### config.mk
export PLATFORM = sky130hd
export DESIGN_NAME = ile_ctrl
export DESIGN_NICKNAME = d
export VERILOG_FILES = /design/src/hw/rtl/ile_pkg.sv /design/src/hw/rtl/ile_ctrl.sv
export SDC_FILE = /design/constraint.sdc
export NUM_CORES = 1
export LEC_CHECK = 0
export ABC_AREA = 1
export BUFFER_PORTS_ARGS = -buffer_cell sky130_fd_sc_hd__buf_2
export CAP_MARGIN = 0
export CORE_MARGIN = 3
export CORE_UTILIZATION = 47
export DETAILED_ROUTE_END_ITERATION = 7
export PLACE_DENSITY = 0.81
export SETUP_SLACK_MARGIN = 0.05
export SLEW_MARGIN = 20
export SYNTH_ARGS = -nofsm -noshare
export SYNTH_HDL_FRONTEND = slang
export SYNTH_SLANG_ARGS = --single-unit
### constraint.sdc
create_clock -name clk -period 2.62 [get_ports clk]
set_clock_uncertainty 0.2 [all_clocks]
set_input_delay 0.524 -clock clk [delete_from_list [all_inputs] [get_ports clk]]
set_output_delay 0.524 -clock clk [all_outputs]
set_load 0.005 [all_outputs]
### src/hw/rtl/ile_pkg.sv
`default_nettype none
package ile_pkg;

  localparam logic [2:0] REQ_PUSH    = 3'd0;
  localparam logic [2:0] REQ_POP     = 3'd1;
  localparam logic [2:0] REQ_GET     = 3'd2;
  localparam logic [2:0] REQ_UNSHIFT = 3'd3;
  localparam logic [2:0] REQ_INSERT  = 3'd4;
  localparam logic [2:0] REQ_SHIFT   = 3'd5;
  localparam logic [2:0] REQ_DELETE  = 3'd6;
  localparam logic [2:0] REQ_FIND    = 3'd7;

  localparam logic [1:0] ST_OK    = 2'd0;
  localparam logic [1:0] ST_EMPTY = 2'd1;
  localparam logic [1:0] ST_RANGE = 2'd2;
  localparam logic [1:0] ST_FULL  = 2'd3;

  typedef enum logic [2:0] {
    RD_DOWN,
    RD_UP,
    RD_CUR,
    RD_POS,
    RD_LAST
  } rd_sel_t;

  typedef struct packed {
    logic       load;
    logic       rd_en;
    rd_sel_t    rd_sel;
    logic       wr_copy;
    logic       wr_item;
    logic       cnt_inc;
    logic       cnt_dec;
    logic       cur_up;
    logic       cur_down;
    logic       set_status;
    logic [1:0] status;
    logic       set_data;
    logic       set_found;
    logic       publish;
  } cmd_t;

  typedef struct packed {
    logic [2:0] req_type;
    logic       full;
    logic       empty;
    logic       pos_gt;
    logic       pos_ge;
    logic       open_more;
    logic       close_more;
    logic       scan_more;
    logic       match;
    logic       out_free;
  } stat_t;

endpackage
`default_nettype wire

### src/hw/rtl/ile_ctrl.sv
`default_nettype none
module ile_ctrl (
  input  wire logic           clk,
  input  wire logic           rst,
  input  wire logic           in_valid,
  output logic                in_ready,
  input  wire ile_pkg::stat_t st,
  output ile_pkg::cmd_t       cmd
);

  typedef enum logic [3:0] {
    S_IDLE,
    S_DECIDE,
    S_OPEN,
    S_OPEN_WR,
    S_CLOSE,
    S_CLOSE_WR,
    S_FIND,
    S_FIND_CMP,
    S_READ_WAIT,
    S_DONE
  } state_t;

  state_t state, state_next;

  always_ff @(posedge clk) begin
    if (rst) begin
      state <= S_IDLE;
    end else begin
      state <= state_next;
    end
  end

  assign in_ready = (state == S_IDLE);

  always_comb begin
    cmd        = '0;
    cmd.rd_sel = ile_pkg::RD_CUR;
    state_next = state;
    case (state)
      S_IDLE: begin
        if (in_valid) begin
          cmd.load   = 1'b1;
          state_next = S_DECIDE;
        end
      end
      S_DECIDE: begin
        state_next = S_DONE;
        case (st.req_type)
          ile_pkg::REQ_PUSH, ile_pkg::REQ_UNSHIFT, ile_pkg::REQ_INSERT: begin
            if (st.full) begin
              cmd.set_status = 1'b1;
              cmd.status     = ile_pkg::ST_FULL;
            end else if (st.pos_gt) begin
              cmd.set_status = 1'b1;
              cmd.status     = ile_pkg::ST_RANGE;
            end else begin
              state_next = S_OPEN;
            end
          end
          ile_pkg::REQ_POP: begin
            if (st.empty) begin
              cmd.set_status = 1'b1;
              cmd.status     = ile_pkg::ST_EMPTY;
            end else begin
              cmd.rd_en  = 1'b1;
              cmd.rd_sel = ile_pkg::RD_LAST;
              cmd.cnt_dec = 1'b1;
              state_next = S_READ_WAIT;
            end
          end
          ile_pkg::REQ_GET: begin
            if (st.empty) begin
              cmd.set_status = 1'b1;
              cmd.status     = ile_pkg::ST_EMPTY;
            end else if (st.pos_ge) begin
              cmd.set_status = 1'b1;
              cmd.status     = ile_pkg::ST_RANGE;
            end else begin
              cmd.rd_en  = 1'b1;
              cmd.rd_sel = ile_pkg::RD_POS;
              state_next = S_READ_WAIT;
            end
          end
          ile_pkg::REQ_SHIFT, ile_pkg::REQ_DELETE: begin
            if (st.empty) begin
              cmd.set_status = 1'b1;
              cmd.status     = ile_pkg::ST_EMPTY;
            end else if (st.pos_ge) begin
              cmd.set_status = 1'b1;
              cmd.status     = ile_pkg::ST_RANGE;
            end else begin
              state_next = S_CLOSE;
            end
          end
          default: begin
            if (st.empty) begin
              cmd.set_status = 1'b1;
              cmd.status     = ile_pkg::ST_EMPTY;
            end else begin
              state_next = S_FIND;
            end
          end
        endcase
      end
      S_OPEN: begin
        if (st.open_more) begin
          cmd.rd_en  = 1'b1;
          cmd.rd_sel = ile_pkg::RD_DOWN;
          state_next = S_OPEN_WR;
        end else begin
          cmd.wr_item = 1'b1;
          cmd.cnt_inc = 1'b1;
          state_next  = S_DONE;
        end
      end
      S_OPEN_WR: begin
        cmd.wr_copy  = 1'b1;
        cmd.cur_down = 1'b1;
        state_next   = S_OPEN;
      end
      S_CLOSE: begin
        if (st.close_more) begin
          cmd.rd_en  = 1'b1;
          cmd.rd_sel = ile_pkg::RD_UP;
          state_next = S_CLOSE_WR;
        end else begin
          cmd.cnt_dec = 1'b1;
          state_next  = S_DONE;
        end
      end
      S_CLOSE_WR: begin
        cmd.wr_copy = 1'b1;
        cmd.cur_up  = 1'b1;
        state_next  = S_CLOSE;
      end
      S_FIND: begin
        if (st.scan_more) begin
          cmd.rd_en  = 1'b1;
          cmd.rd_sel = ile_pkg::RD_CUR;
          state_next = S_FIND_CMP;
        end else begin
          state_next = S_DONE;
        end
      end
      S_FIND_CMP: begin
        if (st.match) begin
          cmd.set_found = 1'b1;
          state_next    = S_DONE;
        end else begin
          cmd.cur_up = 1'b1;
          state_next = S_FIND;
        end
      end
      S_READ_WAIT: begin
        cmd.set_data = 1'b1;
        state_next   = S_DONE;
      end
      S_DONE: begin
        if (st.out_free) begin
          cmd.publish = 1'b1;
          state_next  = S_IDLE;
        end
      end
      default: begin
        state_next = S_IDLE;
      end
    endcase
  end

endmodule
`default_nettype wire

Word-level counts from Yosys, hierarchy flattened
Index checks and enable logic that the tools add are counted.
- logic and storage cells: 73
- memories: 0
- bits in registers: 4
- bits in writable memories: 0
- bits in latches: 0
- ROM bits: 0
- reduce and logical (&&, ||, !) cells: 7
- $lt $le $gt $ge: 0
- bitwise operators: 0
- $mul: 0
- multiplexer cells: 48
- add/sub/neg operators: 0
- shift-type cells: 0
- eq/ne operators: 17
- div/mod/pow operators: 0
- operators by type and width (operator ; count):
    2-to-1 mux 4 bit ; 17
    one-hot mux 4 bit (10 select lines) ; 1
    one-hot mux 4 bit (4 select lines) ; 2
    2-to-1 mux 3 bit ; 6
    == test 4 x 3 -> 1 bit (second input constant) ; 4
    2-to-1 mux 1 bit ; 16
    == test 3 bit (second input constant) ; 3
    == test 4 x 2 -> 1 bit (second input constant) ; 2
    == test 4 bit (second input constant) ; 2
    one-hot mux 4 bit (2 select lines) ; 1
    == test 3 x 2 -> 1 bit (second input constant) ; 2
    one-hot mux 3 bit (2 select lines) ; 1
    OR reduction 3 bit ; 2
    == test 4 x 1 -> 1 bit (second input constant) ; 1
    zero test 4 bit ; 1
    2-to-1 mux 2 bit ; 2
    != test 2 bit (second input constant) ; 2
    one-hot mux 1 bit (2 select lines) ; 2
    OR reduction 2 bit ; 2
    == test 3 x 1 -> 1 bit (second input constant) ; 1
    zero test 3 bit ; 1
    AND reduction 2 bit ; 1

Longest topological paths before layout
- depth in word-level cells: 4
- mapped depth: 9
- gate-level depth less buffers: 9

Least setup slack after synthesis
OpenSTA, ideal clock, no wires.
- path kind: input-to-output
- from: input port st[7] in the netlist's numbering
- to: output port cmd[15] in the netlist's numbering
- data arrival time: 1130 ps
- path buffers: 0
- data required time: 1896 ps
- cell stages on the path: 4
- path slack: 766 ps
- cells stage by stage: or2_2 > o21ai_2 > nor2_1 > nand2_1
- RTL lines (what ; RTL line ; source):
    start: declaration ; ile_ctrl.sv:7 ; input wire ile_pkg::stat_t st,
    end: declaration ; ile_ctrl.sv:8 ; output ile_pkg::cmd_t cmd

==> flow_summary.json <==
{
  "p_switching_uw": 242,
  "cellLeakagePower_nw": 0.512,
  "place_congestion": 0.894,
  "worstMarginPinSlew_ns": 0.289,
  "whs_path_depth": 2,
  "swShare": 0.487,
  "num_io_pins": 33,
  "drive_above_1_share": 0.373,
  "grt_antenna_before_repair": 0,
  "crit_top_cell": "inv_2",
  "wl_per_cell_um": 10.2,
  "largest_register_ffs": 4,
  "fin_cells": 167,
  "multi_input_area_um2": 444,
  "ys_async_sr_fraction": 0,
  "ctsResizeCount": 0,
  "place_hpwl_um": 1420,
  "worstPathCellList": "inv_2, nor2_4, nand2_4, inv_2, nand3_2, o21ai_2, nor2_1, nand2_1, buf_2",
  "hold_buffers": 0,
  "hold_end": "state[0]",
  "overflow": 0,
  "cpMaxStageDelayCell": "dfxtp_1",
  "clkTransAtPathRegs_ns": 0.03,
  "reg2reg_depth": 7,
  "portBuffers": 32,
  "cts_tree": "done",
  "ir_drop_v": 0.000487,
  "syn-num-nets": 134,
  "synth_area_leaders": "nand2_1 (16%), inv_1 (13%), dfxtp_1 (13%)",
  "hold_violations": 0,
  "die-area_mm2": 0.00184,
  "p_seq_frac": 0.202,
  "setup_tns_ns": 0,
  "hold_path_startpoint": "rst",
  "crit_path_end_kind": "output port",
  "fp.dieH_um": 42.9,
  "ant_nets": 0,
  "required_ns": 1.90,
  "met3_length_um": 133,
  "via_count": 831,
  "worstPathArrival_ns": 1.53,
  "grt_pass1_wl_um": 2640,
  "syn-instance-count": 119,
  "antenna-diode-count": 0,
  "wl_met1_um": 773,
  "timing.fmax_mhz": 443,
  "yosysWarningCount": 0,
  "coreArea_mm2": 0.00119,
  "initial_core_util": 0.540,
  "reg2reg_to": "state[0]",
  "rsz0062_at_grt": "false",
  "grt_pass1_vias": 661,
  "p_int_uw": 255,
  "clock_power_share": 0.159,
  "maxCapViolations": 0,
  "post-route-min-period_ns": 2.26,
  "top_regs": "state (4)",
  "synth_top_area_share": 0.158,
  "dp.cells": 164,
  "synth.most_common_cell": "nand2_1",
  "cellPowerDensity_mw_per_mm2": 596,
  "ys_types": 25,
  "reg2reg_from": "state[0]",
  "die_w_um": 42.9,
  "cts_max_path_buffers": 2,
  "grt_max_degree": 7,
  "cts_setup_buffers": 0,
  "cts_root_buf": "clkbuf_4",
  "rows": 12,
  "ys_top_cells_by_count": "nand2_1 (27), inv_1 (23), nor2_1 (20)",
  "ys_seq_elements": 4,
  "cts_made_buffers": 3,
  "synth_area_um2": 641,
  "wl_um": 1700,
  "max-slew-margin-rel": 0.807,
  "period_share": 0.862,
  "p_total_uw": 496,
  "status": "finished, final reports clean",
  "hp-class": "primary input to flop",
  "topRoutingLayerUsed": "met4",
  "nFillCells": 123,
  "final_core_util": 0.703,
  "drc": 0,
  "start_kind": "flop",
  "layout.nets": 170,
  "dr.pass1.iters": 4,
  "cp_max_fo": 6,
  "ff_latch_area_um2": 80.1,
  "clock_latency_ns": 0.24,
  "dr.first_iter.drc_count": 20,
  "ys.flop_type": "dfxtp_1",
  "wl_met2_um": 770,
  "track_usage": 0.185,
  "rrSetupSlack_ns": 1.10,
  "pwr-share-comb": 0.639,
  "yosysSeqAreaShare": 0.125,
  "viasPerCell": 4.98,
  "syn_area_per_cell_um2": 5.38,
  "crit_type": "flop to output port",
  "max_stage_delay_ns": 0.46,
  "syn2layout_area_growth_pct": 30.1,
  "synth_largest_area_cell": "nand2_1",
  "regMostFlops": "state",
  "drv_slew": 0,
  "synth-edff-count": 0,
  "cts_max_level": 1,
  "setup_viol": 0,
  "clock-sinks": 4
}
-- cell usage in the layout, fill, tap and decap left out, drive strengths merged --
cell type  instances
a211oi             1
a21oi              5
a31oi              1
buf               32
clkbuf             3
dfxtp              4
inv               29
nand2             29
nand3              7
nand4              1
nor2              23
nor3               4
o211ai             1
o21ai              9
o22ai              1
o311ai             1
or2                2
-- worst max-delay path: cells and delay by family, from the launching register on --
kind | cells | cell delay (ns)
flip-flops | 1 | 0.46
AND/OR/NAND/NOR | 5 | 0.42
buffers and inverters | 3 | 0.29
AO/OA/AOI/OAI | 1 | 0.12
-- cell type report --
cell class,instances,area share
repair buffers,32,0.192
inverters,29,0.131
flip-flops and latches,4,0.0961
well taps,14,0.0210
multi-input cells,85,0.533
clock buffers,3,0.0270
-- worst max path at each step --
stage | start | endpoint | cells after the start
floorplan | st[7] | cmd[15] | 4
global placement | st[10] | cmd[5] | 9
detailed placement | st[10] | cmd[5] | 9
CTS | state[0] | cmd[15] | 9
global route | state[0] | cmd[15] | 9
finish | state[0] | cmd[15] | 9
-- per-layer routing --
metal	GRT usage	vias to the layer above
met3	0.0381	3
met1	0.245	352
met2	0.287	35
li1	-	441
met5	0	-
met4	0.0745	0
-- power groups by stage --
stage	registers, mW	clock network (mW)	logic, mW
after floorplan	0.0959	0	0.227
after global placement	0.101	0	0.311
after detailed placement	0.101	0	0.317
after CTS	0.0999	0.0816	0.319
after global routing	0.103	0.0874	0.357
final	0.100	0.0787	0.317
-- cell families after synthesis --
group / count (synthesis) / share of synthesized area
buf+inv: 30 / 0.182
compound gates: 19 / 0.191
flops: 4 / 0.125
simple gates: 66 / 0.502
-- through the flow --
step	worst slack (ns)	hold slack, ns	area, um2
6_report	0.361	0.294	833
5_1_grt	0.210	0.286	833
4_1_cts	0.352	0.287	833
3_5_place_dp	0.469	0.455	811
3_3_place_gp	0.492	0.442	811
2_1_floorplan	0.766	0.386	641
No activity file was read; power rests on OpenSTA's default activity.
